**src/rtl/tdf_pkg.sv**
```systemverilog
package tdf_pkg;

    // Shared multiplier: 64-bit by 32-bit, built from two 32x32 partial products
    localparam int MUL_A_W = 64;
    localparam int MUL_B_W = 32;
    localparam int MUL_P_W = MUL_A_W + MUL_B_W;

    // Shared divide / square-root unit
    localparam int DSQ_ARG_W   = 100;
    localparam int DSQ_RES_W   = 72;
    localparam int DSQ_REM_W   = 54;
    localparam int DSQ_DEN_W   = 32;
    localparam int DSQ_CNT_W   = 7;
    localparam int DIV_STEPS   = 72;
    localparam int SQRT_STEPS  = 50;
    localparam int ROOT_W      = 50;

    // Saturation bound of the wide intermediates
    localparam logic [63:0] WIDE_LIM = 64'h3FFF_FFFF_FFFF_FFFF;

    // Smallest linear zone factor, 1.0 in Q8.8
    localparam logic [15:0] N_ONE = 16'd256;

    // Register indexes on the configuration port
    localparam logic [1:0] CFG_ACCEL_LIMIT = 2'd0;
    localparam logic [1:0] CFG_PERIOD_H    = 2'd1;
    localparam logic [1:0] CFG_FILTER_N    = 2'd2;
    localparam logic [1:0] CFG_MAX_VEL     = 2'd3;

    typedef enum logic
    {
        DSQ_DIV  = 1'b0,
        DSQ_SQRT = 1'b1
    } dsq_mode_t;

    typedef struct packed
    {
        logic                 start;
        logic [MUL_A_W-1:0]   a;
        logic [MUL_B_W-1:0]   b;
    } mul_req_t;

    typedef struct packed
    {
        logic                 start;
        dsq_mode_t            mode;
        logic [DSQ_ARG_W-1:0] arg;
        logic [DSQ_DEN_W-1:0] den;
    } dsq_req_t;

endpackage

```
**src/rtl/tdf_mul.sv**
```systemverilog
module tdf_mul
(
    input  logic                       clk,
    input  logic                       rst_n,
    input  tdf_pkg::mul_req_t          req,
    output logic                       done,
    output logic [tdf_pkg::MUL_P_W-1:0] prod
);
    import tdf_pkg::*;

    typedef enum logic [3:0]
    {
        M_IDLE = 4'b0001,
        M_LO   = 4'b0010,
        M_HI   = 4'b0100,
        M_SUM  = 4'b1000
    } mul_state_t;

    mul_state_t           state_reg, state_next;
    logic                 done_reg, done_next;
    logic [MUL_A_W-1:0]   a_reg;
    logic [MUL_B_W-1:0]   b_reg;
    logic [63:0]          pp_reg;
    logic [63:0]          lo_reg;
    logic [MUL_P_W-1:0]   prod_reg;
    logic [31:0]          part;
    logic [63:0]          pp_next;

    // Pick the half of the wide operand for this pass
    assign part    = (state_reg == M_LO) ? a_reg[31:0] : a_reg[63:32];
    assign pp_next = part * b_reg;

    // Sequence the two partial products and the final sum
    always_comb
    begin
        state_next = state_reg;
        done_next  = 1'b0;
        unique case (state_reg)
            M_IDLE:
            begin
                if (req.start)
                begin
                    state_next = M_LO;
                end
            end
            M_LO:  state_next = M_HI;
            M_HI:  state_next = M_SUM;
            M_SUM:
            begin
                state_next = M_IDLE;
                done_next  = 1'b1;
            end
            default: state_next = M_IDLE;
        endcase
    end

    always_ff @(posedge clk or negedge rst_n)
    begin
        if (!rst_n)
        begin
            state_reg <= M_IDLE;
            done_reg  <= 1'b0;
        end
        else
        begin
            state_reg <= state_next;
            done_reg  <= done_next;
        end
    end

    // Operand capture and partial product datapath
    always_ff @(posedge clk)
    begin
        if (state_reg == M_IDLE && req.start)
        begin
            a_reg <= req.a;
            b_reg <= req.b;
        end
        if (state_reg == M_LO)
        begin
            pp_reg <= pp_next;
        end
        if (state_reg == M_HI)
        begin
            lo_reg <= pp_reg;
            pp_reg <= pp_next;
        end
        if (state_reg == M_SUM)
        begin
            prod_reg <= {pp_reg, 32'b0} + {32'b0, lo_reg};
        end
    end

    assign done = done_reg;
    assign prod = prod_reg;

endmodule

```
**config.mk**
```make
export PLATFORM = sky130hd
export DESIGN_NAME = tdf_mul
export DESIGN_NICKNAME = d
export VERILOG_FILES = /design/src/rtl/tdf_pkg.sv /design/src/rtl/tdf_mul.sv
export SDC_FILE = /design/constraint.sdc
export NUM_CORES = 2
export LEC_CHECK = 0
export BUFFER_PORTS_ARGS = -buffer_cell sky130_fd_sc_hd__buf_2
export CAP_MARGIN = 0
export CORE_UTILIZATION = 55
export DETAILED_ROUTE_END_ITERATION = 16
export HOLD_SLACK_MARGIN = 0.08
export PLACE_DENSITY = 0.82
export SYNTH_ARGS = -nofsm -noshare
export SYNTH_HDL_FRONTEND = slang
export SYNTH_SLANG_ARGS = --single-unit
```
**constraint.sdc**
```tcl
create_clock -name clk -period 18.05 [get_ports clk]
set_clock_uncertainty 0.2 [all_clocks]
set_input_delay 3.61 -clock clk [delete_from_list [all_inputs] [get_ports clk]]
set_output_delay 3.61 -clock clk [all_outputs]
set_load 0.01 [all_outputs]
```
# Word level (Yosys, flattened, before mapping)

Index checks and enable logic that the tools add are counted.

Output and inout port bits: 97
Bits in latches: 0
RAM bits: 0
ROM bits: 0
Flip-flop bits (word level): 325
Input bits: 99
Logic and storage cells: 22
Memories: 0

Bitwise operators: 0
Divide/modulo/power cells: 0
Multiply operators: 1
$add $sub $neg: 1
Multiplexer cells: 6
Eq/ne operators: 5
Shifts and indexed selects: 0
$lt $le $gt $ge: 0
Reductions and logical operators: 2

Operators with widths:

| kind               | count |
|---|---|
| $mux 64            | 2 |
| $add 96x64->96     | 1 |
| $mul 32x32->64     | 1 |
| $mux 32            | 1 |
| $pmux 4 s3         | 1 |
| $eq 4x1->1 const B | 1 |
| $eq 4x2->1 const B | 1 |
| $eq 4x3->1 const B | 1 |
| $eq 4x4->1 const B | 1 |
| $mux 4             | 1 |
| $ne 2x2->1 const B | 1 |
| $reduce_bool 2->1  | 1 |
| $logic_and 1x1->1  | 1 |
| $mux 1             | 1 |

# Logic depth before layout (Yosys ltp)

Depth after elaboration: 5
Depth in mapped cells: 31

# Worst setup path before layout

Ideal clock, no wire load.

Path kind: in2reg
From: in req[96] (netlist bit)
To: reg a_reg[0], enable pin
Stages: 2
Buffers on the path: 0
Setup time: 790 ps
Data arrival time: 12,786 ps
Data required time: 17,060 ps
Slack: 4,274 ps
Cell sequence: nand2_1 > nor4_1

Cells in the longest elaborated chain, start to end: 1

Ends and longest elaborated chain:

| item                 | line          | text |
|---|---|---|
| from (decl)          | tdf_mul.sv:5  | `input tdf_pkg::mul_req_t req,` |
| $logic_and 1x1->1    | tdf_mul.sv:74 | `if (state_reg == M_IDLE && req.start)` |
| to (signal assigned) | tdf_mul.sv:76 | `a_reg <= req.a;` |
| to (decl)            | tdf_mul.sv:21 | `logic [MUL_A_W-1:0] a_reg;` |

Every way passes these cells.
A chain may end at the register's enable or synchronous reset.

# Final worst setup path

From: reg state_reg[3]
To: reg pp_reg[61] (data pin)

Cells in the longest elaborated chain, start to end: 5
Elaborated cells between the ends (all ways): 6
Classes of those cells: 1 x mul; 2 x eq/ne; 3 x mux

Ends and longest elaborated chain:

| item                   | line          | text |
|---|---|---|
| from (decl)            | tdf_mul.sv:19 | `mul_state_t state_reg, state_next;` |
| from (signal assigned) | tdf_mul.sv:66 | `state_reg <= state_next;` |
| $eq 4x2->1 (*)         | tdf_mul.sv:30 | `assign part = (state_reg == M_LO) ? a_reg[31:0] : a_reg[63:32];` |
| $mux 32 (*)            | tdf_mul.sv:30 |  |
| $mul 32x32->64 (*)     | tdf_mul.sv:31 | `assign pp_next = part * b_reg;` |
| net pp_next[61]        | tdf_mul.sv:27 | `logic [63:0] pp_next;` |
| $mux 64                | tdf_mul.sv:79 | `if (state_reg == M_LO)` |
| $mux 64 (*)            | tdf_mul.sv:83 | `if (state_reg == M_HI)` |
| to (signal assigned)   | tdf_mul.sv:81 | `pp_reg <= pp_next;` |
| to (signal assigned)   | tdf_mul.sv:86 | `pp_reg <= pp_next;` |
| to (decl)              | tdf_mul.sv:23 | `logic [63:0] pp_reg;` |

Mark *: on every way through the listed nets, which the timed path passes. The rest lies on a longest branch. The select of a mux whose other input is x is not followed.

==> impl_metrics.py <==
metrics = {
    "run_status": {
        "status": "completed",
    },
    "detailed_routing": {
        "avgRoutedWirePerCell_um": 21.8,
        "wl_mm": 120,
        "drtIter0Drc": 2599,
        "first_pass_iters": 7,
        "via_count": 31700,
        "via_per_inst": 5.72,
        "ant_nets": 0,
        "drc": 0,
    },
    "clocking": {
        "postCtsSetupBuffers": 0,
        "htreeDepth": 2,
        "cts_buffer_depth": 3,
        "cts_resized": 0,
        "clock_sinks": 325,
        "clk_latency_ps": 620,
        "cts.clk_slew.worst_paths_ps": 60,
        "ctsHoldBuffers": 0,
        "cts_root_buffer": "clkbuf_16",
        "cts_tree": "done",
        "cts_buffers": 38,
    },
    "worst_setup_path": {
        "critPathLaunch": "state_reg[3]$_DFFE_PN0P_",
        "slowest_stage": "mux2_2",
        "cpPeakStageDelay_ps": 730,
        "cp_data_required_time_ps": 18180,
        "cpMostUsedCell": "fa_1",
        "reg2reg_depth": 27,
        "critPathMaxFanout": 34,
        "arrival_ps": 10010,
        "crit_path_end_kind": "flip-flop",
        "crit_type": "flip-flop to flip-flop",
        "start_kind": "flip-flop",
        "r2r_slack_ps": 8180,
        "r2r_start": "state_reg[3]$_DFFE_PN0P_",
        "worstReg2RegEnd": "pp_reg[61]$_DFFE_PN_",
    },
    "timing": {
        "fin_crit_ps": 9870,
        "grt_setup_unrepaired": "false",
        "worst_pin_slew_ps": 948,
        "hold_viol": 0,
        "max_freq_mhz": 101,
        "max_slew_margin_pct": 36.8,
        "fin_crit_sh_pct": 54.7,
        "maxSlewViolCount": 0,
        "finalSetupViolations": 0,
        "finalSetupTns_ps": 0,
    },
    "synthesis": {
        "ys_seq_area_share_pct": 21.4,
        "synth-edff-count": 320,
        "syn_inst": 4369,
        "yosysUniqueCellTypes": 69,
        "synth_warnings": 0,
        "synth_top_area_share_pct": 39.4,
        "yosysTopAreaCell": "fa_1",
        "syn_avg_cell_area_um2": 10.4,
        "synth_fp_nets": 5660,
        "synth.area.top_cells": "fa_1, edfxtp_1, ha_1",
        "netlist_area_um2": 45500,
        "synth-main-ff-cell": "edfxtp_1",
        "async_reset_ff_share_pct": 1.54,
        "ys_ff_latch": 325,
    },
    "finish": {
        "nets": 5722,
        "largest_register_ffs": 96,
        "final_common_cell": "fa_1",
        "syn_to_final_growth_pct": 6.88,
        "final_cell_mix": "fa_1, inv_1, and2_1, nand2_1, edfxtp_1",
        "drive_above_1_share_pct": 7.94,
    },
    "floorplanning": {
        "die_height_um": 290,
        "start_util_pct": 55.6,
        "io_pins": 196,
        "die_w_um": 290,
        "die_area_um2": 84000,
        "coreArea_um2": 82000,
        "num_rows": 105,
    },
    "hold_path": {
        "hp-class": "flip-flop to flip-flop",
        "min_path_cells": 0,
        "hold_path.startpoint": "lo_reg[13]$_DFFE_PP_",
        "min_to": "prod[13]$_DFFE_PP_",
    },
    "place": {
        "place_hpwl_mm": 89.3,
        "routabilityCongestion": 0.974,
        "io_buffers": 195,
    },
    "flow_run": {
        "drv_cap": 0,
    },
    "global_routing": {
        "grt_use_total_pct": 29.7,
        "grt_pass1_vias": 34400,
        "antenna_found_initial": 4,
        "grt_max_degree": 75,
        "grt_overflow_total": 0,
        "grt_pass1_wl_mm": 189,
    },
}
==> worst max-delay path, delay by kind of cell, from the launching register on <==
kind | cells | cell delay, ps
fa+ha+maj | 9 | 4530
flops | 1 | 480
compound gates | 6 | 1560
buf+inv | 5 | 850
mux | 1 | 730
simple gates | 5 | 980
xor+xnor | 1 | 160
==> metrics by stage <==
| step | worst slack, ps | std cells | util, % | area [um2] | hold slack, ps |
|---|---|---|---|---|---|
| floorplan | 4270 | 4369 | - | 45500 | 200 |
| global placement | 8460 | 5461 | 57.8 | 47400 | 204 |
| detailed placement | 8320 | 5461 | 57.8 | 47400 | 205 |
| CTS | 8280 | 5531 | 59.4 | 48700 | 218 |
| global route | 7880 | 5532 | 59.4 | 48700 | 220 |
| finish | 8180 | 5533 | 59.4 | 48700 | 217 |
==> final cells by class <==
type	instances	area, um2
Tap cell	1070	1340
Sequential cell	325	9740
Inverter	871	3270
Clock buffer	47	985
Clock inverter	23	289
Timing Repair Buffer	239	1310
Fill cell	6577	33300
Multi-Input combinational cell	2956	31700
Antenna cell	2	5.00
==> cell families after synthesis <==
| family | count (synthesis) | synth area share [%] |
|---|---|---|
| xor gates and xnor gates | 122 | 2.35 |
| buffers and inverters | 1088 | 8.98 |
| DFF | 325 | 21.4 |
| and+or+nand+nor | 1308 | 14.7 |
| AOI/OAI and AO/OA | 302 | 4.23 |
| muxes | 32 | 0.791 |
| adders and majority gates | 1192 | 47.5 |
==> Yosys cell counts (all sizes together) (4+ instances only) <==
library cell,n
fa,897
inv,871
and2,588
nand2,529
edfxtp,320
ha,295
clkbuf,214
a21oi,104
xnor2,76
nor2,64
o21ai,59
a21o,51
xor2,46
mux2,32
nand4,27
and3,23
nand3,20
o21bai,17
nor3,12
a31oi,11
a21boi,8
nor2b,8
or3,8
nor4,7
o211ai,7
a211oi,5
nor4b,5
o21a,5
o31ai,5
a41oi,4
dfrtp,4
nand2b,4
==> per-layer routing <==
metal / GRT usage [%] / routed length [um]
met5: 0 / 0
met4: 16.8 / 7650
met3: 6.22 / 11700
met2: 48.7 / 58000
met1: 36.7 / 43100
==> how the worst max path moves through the flow <==
| stage | end | slack (ps) | cells after the start |
|---|---|---|---|
| finish | pp_reg[61]$_DFFE_PN_ | 8180 | 27 |
| global route | pp_reg[52]$_DFFE_PN_ | 7880 | 24 |
| CTS | pp_reg[61]$_DFFE_PN_ | 8280 | 27 |
| detailed placement | pp_reg[61]$_DFFE_PN_ | 8320 | 27 |
| global placement | pp_reg[61]$_DFFE_PN_ | 8460 | 27 |
| floorplan | a_reg[0]$_DFFE_PP_ | 4270 | 2 |
Power is left out: the tool's default activity adds up to more than one toggle a clock period on the data nets, which glitch-free logic cannot reach.
