**src/rtl/tdf_pkg.sv**
```systemverilog
package tdf_pkg;

    // Shared multiplier: 64-bit by 32-bit, built from two 32x32 partial products
    localparam int MUL_A_W = 64;
    localparam int MUL_B_W = 32;
    localparam int MUL_P_W = MUL_A_W + MUL_B_W;

    // Shared divide / square-root unit
    localparam int DSQ_ARG_W   = 100;
    localparam int DSQ_RES_W   = 72;
    localparam int DSQ_REM_W   = 54;
    localparam int DSQ_DEN_W   = 32;
    localparam int DSQ_CNT_W   = 7;
    localparam int DIV_STEPS   = 72;
    localparam int SQRT_STEPS  = 50;
    localparam int ROOT_W      = 50;

    // Saturation bound of the wide intermediates
    localparam logic [63:0] WIDE_LIM = 64'h3FFF_FFFF_FFFF_FFFF;

    // Smallest linear zone factor, 1.0 in Q8.8
    localparam logic [15:0] N_ONE = 16'd256;

    // Register indexes on the configuration port
    localparam logic [1:0] CFG_ACCEL_LIMIT = 2'd0;
    localparam logic [1:0] CFG_PERIOD_H    = 2'd1;
    localparam logic [1:0] CFG_FILTER_N    = 2'd2;
    localparam logic [1:0] CFG_MAX_VEL     = 2'd3;

    typedef enum logic
    {
        DSQ_DIV  = 1'b0,
        DSQ_SQRT = 1'b1
    } dsq_mode_t;

    typedef struct packed
    {
        logic                 start;
        logic [MUL_A_W-1:0]   a;
        logic [MUL_B_W-1:0]   b;
    } mul_req_t;

    typedef struct packed
    {
        logic                 start;
        dsq_mode_t            mode;
        logic [DSQ_ARG_W-1:0] arg;
        logic [DSQ_DEN_W-1:0] den;
    } dsq_req_t;

endpackage

```
**src/rtl/tdf_divsqrt.sv**
```systemverilog
module tdf_divsqrt
(
    input  logic                          clk,
    input  logic                          rst_n,
    input  tdf_pkg::dsq_req_t             req,
    output logic                          done,
    output logic [tdf_pkg::DSQ_RES_W-1:0] res
);
    import tdf_pkg::*;

    logic                  busy_reg;
    logic                  done_reg;
    logic [DSQ_CNT_W-1:0]  cnt_reg;
    dsq_mode_t             mode_reg;
    logic [DSQ_ARG_W-1:0]  src_reg;
    logic [DSQ_REM_W-1:0]  rem_reg;
    logic [DSQ_RES_W-1:0]  res_reg;
    logic [DSQ_DEN_W-1:0]  den_reg;

    logic [DSQ_REM_W-1:0]  rem_sh;
    logic [DSQ_REM_W-1:0]  sub;
    logic [DSQ_REM_W:0]    diff;
    logic                  take;

    // Bring down one dividend bit or two radicand bits, then trial subtract
    always_comb
    begin
        if (mode_reg == DSQ_DIV)
        begin
            rem_sh = {rem_reg[DSQ_REM_W-2:0], src_reg[DSQ_ARG_W-1]};
            sub    = {{(DSQ_REM_W-DSQ_DEN_W){1'b0}}, den_reg};
        end
        else
        begin
            rem_sh = {rem_reg[DSQ_REM_W-3:0], src_reg[DSQ_ARG_W-1 -: 2]};
            sub    = {2'b0, res_reg[ROOT_W-1:0], 2'b01};
        end
        diff = {1'b0, rem_sh} - {1'b0, sub};
        take = !diff[DSQ_REM_W];
    end

    always_ff @(posedge clk or negedge rst_n)
    begin
        if (!rst_n)
        begin
            busy_reg <= 1'b0;
            done_reg <= 1'b0;
            cnt_reg  <= '0;
        end
        else
        begin
            done_reg <= 1'b0;
            if (!busy_reg && req.start)
            begin
                busy_reg <= 1'b1;
                cnt_reg  <= (req.mode == DSQ_DIV) ? DSQ_CNT_W'(DIV_STEPS)
                                                  : DSQ_CNT_W'(SQRT_STEPS);
            end
            else if (busy_reg)
            begin
                cnt_reg <= cnt_reg - 1'b1;
                if (cnt_reg == DSQ_CNT_W'(1))
                begin
                    busy_reg <= 1'b0;
                    done_reg <= 1'b1;
                end
            end
        end
    end

    // Shift the operand through and build the result one bit a cycle
    always_ff @(posedge clk)
    begin
        if (!busy_reg && req.start)
        begin
            mode_reg <= req.mode;
            src_reg  <= req.arg;
            den_reg  <= req.den;
            rem_reg  <= '0;
            res_reg  <= '0;
        end
        else if (busy_reg)
        begin
            rem_reg <= take ? diff[DSQ_REM_W-1:0] : rem_sh;
            res_reg <= {res_reg[DSQ_RES_W-2:0], take};
            src_reg <= (mode_reg == DSQ_DIV) ? {src_reg[DSQ_ARG_W-2:0], 1'b0}
                                             : {src_reg[DSQ_ARG_W-3:0], 2'b0};
        end
    end

    assign done = done_reg;
    assign res  = res_reg;

endmodule

```
**config.mk**
```make
export PLATFORM = sky130hd
export DESIGN_NAME = tdf_divsqrt
export DESIGN_NICKNAME = d
export VERILOG_FILES = /design/src/rtl/tdf_pkg.sv /design/src/rtl/tdf_divsqrt.sv
export SDC_FILE = /design/constraint.sdc
export NUM_CORES = 1
export LEC_CHECK = 0
export ABC_AREA = 1
export BUFFER_PORTS_ARGS = -buffer_cell sky130_fd_sc_hd__buf_2
export CAP_MARGIN = 25
export CORE_AREA = 3 3 159 223
export DETAILED_ROUTE_END_ITERATION = 10
export DIE_AREA = 0 0 162 226
export PLACE_DENSITY = 0.73
export SETUP_SLACK_MARGIN = 0.05
export SLEW_MARGIN = 5
export SYNTH_ARGS = -nofsm -noshare
export SYNTH_HDL_FRONTEND = slang
export SYNTH_SLANG_ARGS = --single-unit
export TNS_END_PERCENT = 30
```
**constraint.sdc**
```tcl
create_clock -name clk -period 4 [get_ports clk]
set_input_delay 0.8 -clock clk [delete_from_list [all_inputs] [get_ports clk]]
set_output_delay 0.8 -clock clk [all_outputs]
set_load 0.01 [all_outputs]
```
==> Yosys cells after proc, flatten, opt, wreduce, memory -nomap -nowiden <==
Index checks and enable logic that the tools add are counted.
{ "word_totals": {"word_cells": 30, "input_bits": 136, "ff_bits": 267, "out_inout_bits": 73} }
{ "classes": {"mux": 15, "eq_ne": 1, "add_sub_neg": 2, "reduce_logical": 4} }
{ "ops": {"columns": ["op", "n"], "rows": [
  ["2-to-1 mux 100 bit", 3],
  ["subtractor 54 x 52 -> 55 bit", 1],
  ["2-to-1 mux 54 bit", 1],
  ["2-to-1 mux 53 bit", 1],
  ["2-to-1 mux 52 bit", 1],
  ["2-to-1 mux 7 bit", 3],
  ["equality test 7 x 1 -> 1 bit, second input constant", 1],
  ["subtractor 7 x 1 -> 7 bit, second input constant", 1],
  ["2-to-1 mux 1 bit", 6],
  ["zero test 1 bit", 2],
  ["nonzero test 2 bit", 1],
  ["logical AND 1 bit", 1]
]} }

==> Logic depth before layout (Yosys ltp) <==
{ "logic_depth": {"word_depth": 4, "ltp_mapped": 22, "depth_no_buf": 20} }

==> Worst setup path before layout <==
Ideal clock, no wire load.
{ "synth_timing": {"path_type": "input to register", "startpoint": "input req[133] (netlist name)", "endpoint": "register src_reg[0], enable pin", "n_path_buf": 1, "arrival_time_ns": 3.942, "slack_ns": -0.446, "t_required_ns": 3.496, "setup_time_ns": 0.504, "stages": 3, "path_cell_list": "nor2_1 > inv_2 > clkbuf_1"} }
{ "synth_via": {"elab_chain_cells": 2} }
{ "synth_lines": {"columns": ["element", "line", "source"], "rows": [
  ["start: declaration", "tdf_divsqrt.sv:5", "input tdf_pkg::dsq_req_t req,"],
  ["logical AND 1 bit", "tdf_divsqrt.sv:74", "if (!busy_reg && req.start)"],
  ["nonzero test 2 bit (no line)", null, null],
  ["end signal: assignment", "tdf_divsqrt.sv:77", "src_reg <= req.arg;"],
  ["end signal: assignment", "tdf_divsqrt.sv:86", "src_reg <= (mode_reg == DSQ_DIV) ? {src_reg[DSQ_ARG_W-2:0], 1'b0}"],
  ["end: declaration", "tdf_divsqrt.sv:15", "logic [DSQ_ARG_W-1:0] src_reg;"]
]} }
Every way passes these cells.
A chain may end at the register's enable or synchronous reset.

==> Final worst setup path <==
{ "layout_timing": {"startpoint": "register mode_reg", "endpoint": "register rem_reg[26]"} }
{ "layout_via": {"elab_chain_cells": 3, "word_cells_on_any_way": 4, "cone_classes": "add/sub: 1; mux: 3"} }
{ "layout_lines": {"columns": ["element", "line", "source"], "rows": [
  ["start: declaration", "tdf_divsqrt.sv:14", "dsq_mode_t mode_reg;"],
  ["start signal: assignment", "tdf_divsqrt.sv:76", "mode_reg <= req.mode;"],
  ["2-to-1 mux 54 bit / 2-to-1 mux 52 bit (equally long branches)", "tdf_divsqrt.sv:28", "if (mode_reg == DSQ_DIV)"],
  ["subtractor 54 x 52 -> 55 bit", "tdf_divsqrt.sv:38", "diff = {1'b0, rem_sh} - {1'b0, sub};"],
  ["2-to-1 mux 53 bit (*)", "tdf_divsqrt.sv:84", "rem_reg <= take ? diff[DSQ_REM_W-1:0] : rem_sh;"],
  ["end signal: assignment", "tdf_divsqrt.sv:84", null],
  ["end: declaration", "tdf_divsqrt.sv:16", "logic [DSQ_REM_W-1:0] rem_reg;"]
]} }
Every way passes the cells marked *; elsewhere a longest branch is shown, timed or not.

==> impl_metrics.prom <==
# TYPE chip_impl_metric gauge
chip_impl_info{name="run_status",value="completed"} 1
chip_impl_metric{name="leakage",unit="nW"} 9.78
chip_impl_metric{name="report.final.setup_viol",unit=""} 0
chip_impl_metric{name="port_buffers",unit=""} 208
chip_impl_metric{name="gpl.final_weighted_congestion",unit=""} 1.01
chip_impl_info{name="worst_r2r_endpoint",value="rem_reg[26]"} 1
chip_impl_metric{name="cap_violations",unit=""} 0
chip_impl_metric{name="cts-buffers-inserted",unit=""} 28
chip_impl_metric{name="clkLatencyLatePin",unit="ns"} 0.56
chip_impl_metric{name="core_area",unit="sq um"} 33400
chip_impl_metric{name="finalNetCount",unit=""} 2842
chip_impl_info{name="cp_cell_instances",value="inv_4, or2_2, o21ai_0, fa_1, inv_1, nand3_1, nand3_1, nand2_1, nand2_1, nand2_1, nand3b_1, nand2_2, nand3b_4, buf_4, nand2_1, nand3_1, nand2_1"} 1
chip_impl_metric{name="cpPeakStageDelay",unit="ns"} 0.52
chip_impl_info{name="root_buffer",value="sky130_fd_sc_hd__clkbuf_16"} 1
chip_impl_metric{name="syn_nets",unit=""} 2687
chip_impl_metric{name="worstPathMaxFanout",unit=""} 54
chip_impl_metric{name="drt-wirelength-per-cell",unit="um"} 16.4
chip_impl_metric{name="route.antenna.remaining_nets",unit=""} 0
chip_impl_metric{name="worst_slew_margin_rel",unit="%"} 43.3
chip_impl_info{name="setup.worst_path.start_class",value="flop"} 1
chip_impl_metric{name="die-width",unit="um"} 162
chip_impl_metric{name="dieArea",unit="sq um"} 36600
chip_impl_info{name="worst_path_dominant_cell_family",value="simple AND/OR/NAND/NOR gates"} 1
chip_impl_info{name="crit_path_frequent_cell",value="sky130_fd_sc_hd__nand2_1"} 1
chip_impl_metric{name="layoutNonFillerInstCount",unit=""} 3120
chip_impl_metric{name="period_needed",unit="ns"} 3.59
chip_impl_metric{name="first_pass_iters",unit=""} 6
chip_impl_metric{name="internal_power",unit="mW"} 9.08
chip_impl_metric{name="totalWireLength",unit="um"} 51300
chip_impl_metric{name="worst-path-buf-inv",unit=""} 3
chip_impl_metric{name="number_of_different_library_cells_in_the_post_synthesis_netlist",unit=""} 43
chip_impl_metric{name="setup_tns",unit="ns"} 0
chip_impl_metric{name="via_per_inst",unit=""} 5.24
chip_impl_metric{name="async_flop_share",unit="%"} 3.37
chip_impl_info{name="tritoncts",value="yes"} 1
chip_impl_metric{name="route.detailed.drc",unit=""} 0
chip_impl_metric{name="detailed_place.area",unit="sq um"} 18100
chip_impl_metric{name="finalClockSkew",unit="ns"} 0.0189
chip_impl_metric{name="power.sequential.fraction",unit="%"} 30.3
chip_impl_metric{name="synth_sequential_area_ratio",unit="%"} 40.1
chip_impl_info{name="min_path_type",value="input pin to async pin"} 1
chip_impl_info{name="crit_start",value="mode_reg"} 1
chip_impl_metric{name="cts_hold_buffers",unit=""} 0
chip_impl_metric{name="synthesis_warnings",unit=""} 0
chip_impl_metric{name="worst_path_arrival_time",unit="ns"} 4.04
chip_impl_metric{name="grt_pass1_vias",unit=""} 15784
chip_impl_metric{name="timing.final.crit_share",unit="%"} 89.8
chip_impl_metric{name="clock_sink_count",unit=""} 267
chip_impl_metric{name="power.share.combinational",unit="%"} 52.6
chip_impl_metric{name="pre_cts_slack",unit="ns"} 0.405
chip_impl_metric{name="place.detailed.instances",unit=""} 3066
chip_impl_metric{name="worst-slew-pin-transition",unit="ns"} 0.850
chip_impl_metric{name="synth.ff_latch_count",unit=""} 267
chip_impl_metric{name="total_routing_usage_reported_by_global_routing",unit="%"} 27.2
chip_impl_metric{name="report.final.slew_viol_count",unit=""} 0
chip_impl_metric{name="post_synth.cell_area_avg",unit="sq um"} 6.72
chip_impl_metric{name="p_per_area",unit="nW/um^2"} 859
chip_impl_metric{name="timing.reg2reg.worst_path_depth",unit=""} 17
chip_impl_info{name="setup.worst_path.class",value="flop to flop"} 1
chip_impl_metric{name="number_of_enable_type_register_cells_in_the_synthesized_netlist",unit=""} 133
chip_impl_metric{name="post_cts.repair.setup_buffers",unit=""} 0
chip_impl_metric{name="drive_above_1_share",unit="%"} 12.4
chip_impl_metric{name="timing.hold.ws",unit="ns"} 0.0910
chip_impl_metric{name="required_time_worst_endpoint",unit="ns"} 4.44
chip_impl_metric{name="p_sw_share",unit="%"} 44.8
chip_impl_metric{name="grt-ovfl-total",unit=""} 0
chip_impl_metric{name="utilization_after_layout",unit="%"} 57.3
chip_impl_metric{name="antenna_found_initial",unit=""} 4
chip_impl_info{name="synth.largest_area_cell",value="sky130_fd_sc_hd__edfxtp_1"} 1
chip_impl_metric{name="clock_tree.htree_level_count",unit=""} 1
chip_impl_metric{name="layout_setup_ws",unit="ns"} 0.406
chip_impl_metric{name="num_vias",unit=""} 16353
chip_impl_metric{name="fmax",unit="MHz"} 278
chip_impl_metric{name="post_syn_area",unit="sq um"} 16800
chip_impl_info{name="critical-path-slowest-cell",value="sky130_fd_sc_hd__fa_1"} 1
chip_impl_metric{name="grt_start_max_net_pins",unit=""} 94
chip_impl_metric{name="largest_register_ffs",unit=""} 100
chip_impl_metric{name="start_util",unit="%"} 50.2
chip_impl_metric{name="io_pins",unit=""} 209
chip_impl_metric{name="share_clk_of_total_power",unit="%"} 17.2
chip_impl_metric{name="path_clk_slew",unit="ns"} 0.07
chip_impl_info{name="worst_reg2reg_startpoint",value="mode_reg"} 1
chip_impl_metric{name="worst-r2r-setup-slack",unit="ns"} 0.41
chip_impl_metric{name="vdd_drop_max",unit="mV"} 0.391
chip_impl_metric{name="final-hold-violation-count",unit=""} 0
chip_impl_info{name="endpoint_kind",value="flop"} 1
chip_impl_metric{name="clock_path_buffers",unit=""} 3
chip_impl_metric{name="die_h",unit="um"} 226
chip_impl_metric{name="total_power",unit="mW"} 16.5
chip_impl_metric{name="finish.instance_area",unit="sq um"} 19200
chip_impl_metric{name="syn_inst",unit=""} 2496
chip_impl_info{name="grt_setup_unrepaired",value="no"} 1
chip_impl_metric{name="floorplan.rows",unit=""} 79
chip_impl_metric{name="grt_pass1_wl",unit="um"} 80600
chip_impl_info{name="ys.flop_type",value="sky130_fd_sc_hd__edfxtp_1"} 1
chip_impl_metric{name="area_growth_syn_to_layout",unit="%"} 14.2
chip_impl_metric{name="power.net_switching",unit="mW"} 7.38
chip_impl_info{name="netlist_top_cells_area",value="sky130_fd_sc_hd__edfxtp_1 (24%), sky130_fd_sc_hd__nand2_1 (19%), sky130_fd_sc_hd__dfxtp_1 (15%)"} 1
chip_impl_metric{name="drt_iter0_markers",unit=""} 1140
chip_impl_metric{name="detailedPlacementHpwl",unit="um"} 38400
chip_impl_metric{name="synth_top_area_share",unit="%"} 23.8
chip_impl_metric{name="cts_repair_resize_count",unit=""} 0
placed cells by master (no fill, tap or decap), types with 5 or more instances in the layout:
| cell type | Yosys | routed |
|---|---|---|
| sky130_fd_sc_hd__nand2_1 | 845 | 845 |
| sky130_fd_sc_hd__inv_1 | 379 | 378 |
| sky130_fd_sc_hd__a21oi_1 | 227 | 227 |
| sky130_fd_sc_hd__buf_2 | 1 | 208 |
| sky130_fd_sc_hd__nor2_1 | 196 | 194 |
| sky130_fd_sc_hd__nand3_1 | 133 | 133 |
| sky130_fd_sc_hd__edfxtp_1 | 133 | 133 |
| sky130_fd_sc_hd__dfxtp_1 | 125 | 125 |
| sky130_fd_sc_hd__o21ai_0 | 91 | 91 |
| sky130_fd_sc_hd__o22ai_1 | 70 | 70 |
| sky130_fd_sc_hd__ha_1 | 54 | 54 |
| sky130_fd_sc_hd__or2_2 | 33 | 33 |
| sky130_fd_sc_hd__clkbuf_16 | 0 | 30 |
| sky130_fd_sc_hd__xnor2_1 | 23 | 23 |
| sky130_fd_sc_hd__buf_4 | 5 | 19 |
| sky130_fd_sc_hd__nand4_1 | 12 | 12 |
| sky130_fd_sc_hd__nand3b_1 | 11 | 11 |
| sky130_fd_sc_hd__inv_2 | 10 | 10 |
| sky130_fd_sc_hd__nor3_1 | 8 | 8 |
| sky130_fd_sc_hd__dfrtp_1 | 9 | 8 |
| sky130_fd_sc_hd__clkbuf_1 | 92 | 6 |
| sky130_fd_sc_hd__o21bai_1 | 5 | 5 |
logic make-up (layout without fill, tap and decap cells):
group                      Yosys count  after routing  synth area share [%]
AOI/OAI and AO/OA                  403            403                  12.8
xor gates and xnor gates            26             26                  1.36
adders and majority gates           55             55                  4.15
buffers and inverters              494            671                  11.3
DFF                                267            267                  40.1
muxes                                1              1                0.0597
other                                0              2                     0
and+or+nand+nor                   1250           1250                  30.3
power groups by stage:
| stage | Clock (mW) | Combinational [mW] | Sequential (mW) |
|---|---|---|---|
| detailed placement | 0 | 8.58 | 5.00 |
| global placement | 0 | 8.44 | 4.97 |
| finish | 2.83 | 8.65 | 4.98 |
| floorplan | 0 | 6.04 | 5.00 |
| CTS | 2.88 | 8.63 | 4.97 |
| global route | 2.97 | 9.80 | 5.12 |
cell usage after synthesis, drive strengths merged (2+ instances only):
master and count:
nand2 847, inv 389, a21oi 228, nor2 200
edfxtp 133, nand3 133, dfxtp 125, clkbuf 92
o21ai 92, o22ai 70, ha 54, or2 33
xnor2 23, buf 12, nand3b 12, nand4 12
dfrtp 9, nor3 9, o21bai 6, nor4 3
xor2 3, a21boi 2
routing by layer:
| metal | global-route usage [%] | routed length, um | vias to the layer above |
|---|---|---|---|
| met5 | 0 | 34 | - |
| met4 | 10.7 | 2180 | 4 |
| met1 | 32.3 | 20300 | 7477 |
| li1 | - | - | 8250 |
| met3 | 5.06 | 3080 | 118 |
| met2 | 48.5 | 25700 | 504 |
worst max-delay path by stage:
stage | slack, ns | endpoint | cells after the start
5_1_grt | 0.12 | rem_reg[46] | 15
3_5_place_dp | 0.40 | rem_reg[25] | 17
3_3_place_gp | 0.51 | rem_reg[46] | 15
4_1_cts | 0.38 | rem_reg[25] | 17
2_1_floorplan | 0.92 | rem_reg[47] | 19
6_report | 0.41 | rem_reg[26] | 17
area by class of cell:
class / instances / area, sq um
fillers: 3330 / 14300
multi-input cells: 1735 / 8170
flip-flops and latches: 267 / 6720
inverters: 390 / 1470
repair buffers: 229 / 1220
clock buffers: 40 / 828
well taps: 445 / 557
clock inverters: 12 / 173
diodes: 2 / 5.00
(Power assumes the default switching activity.)
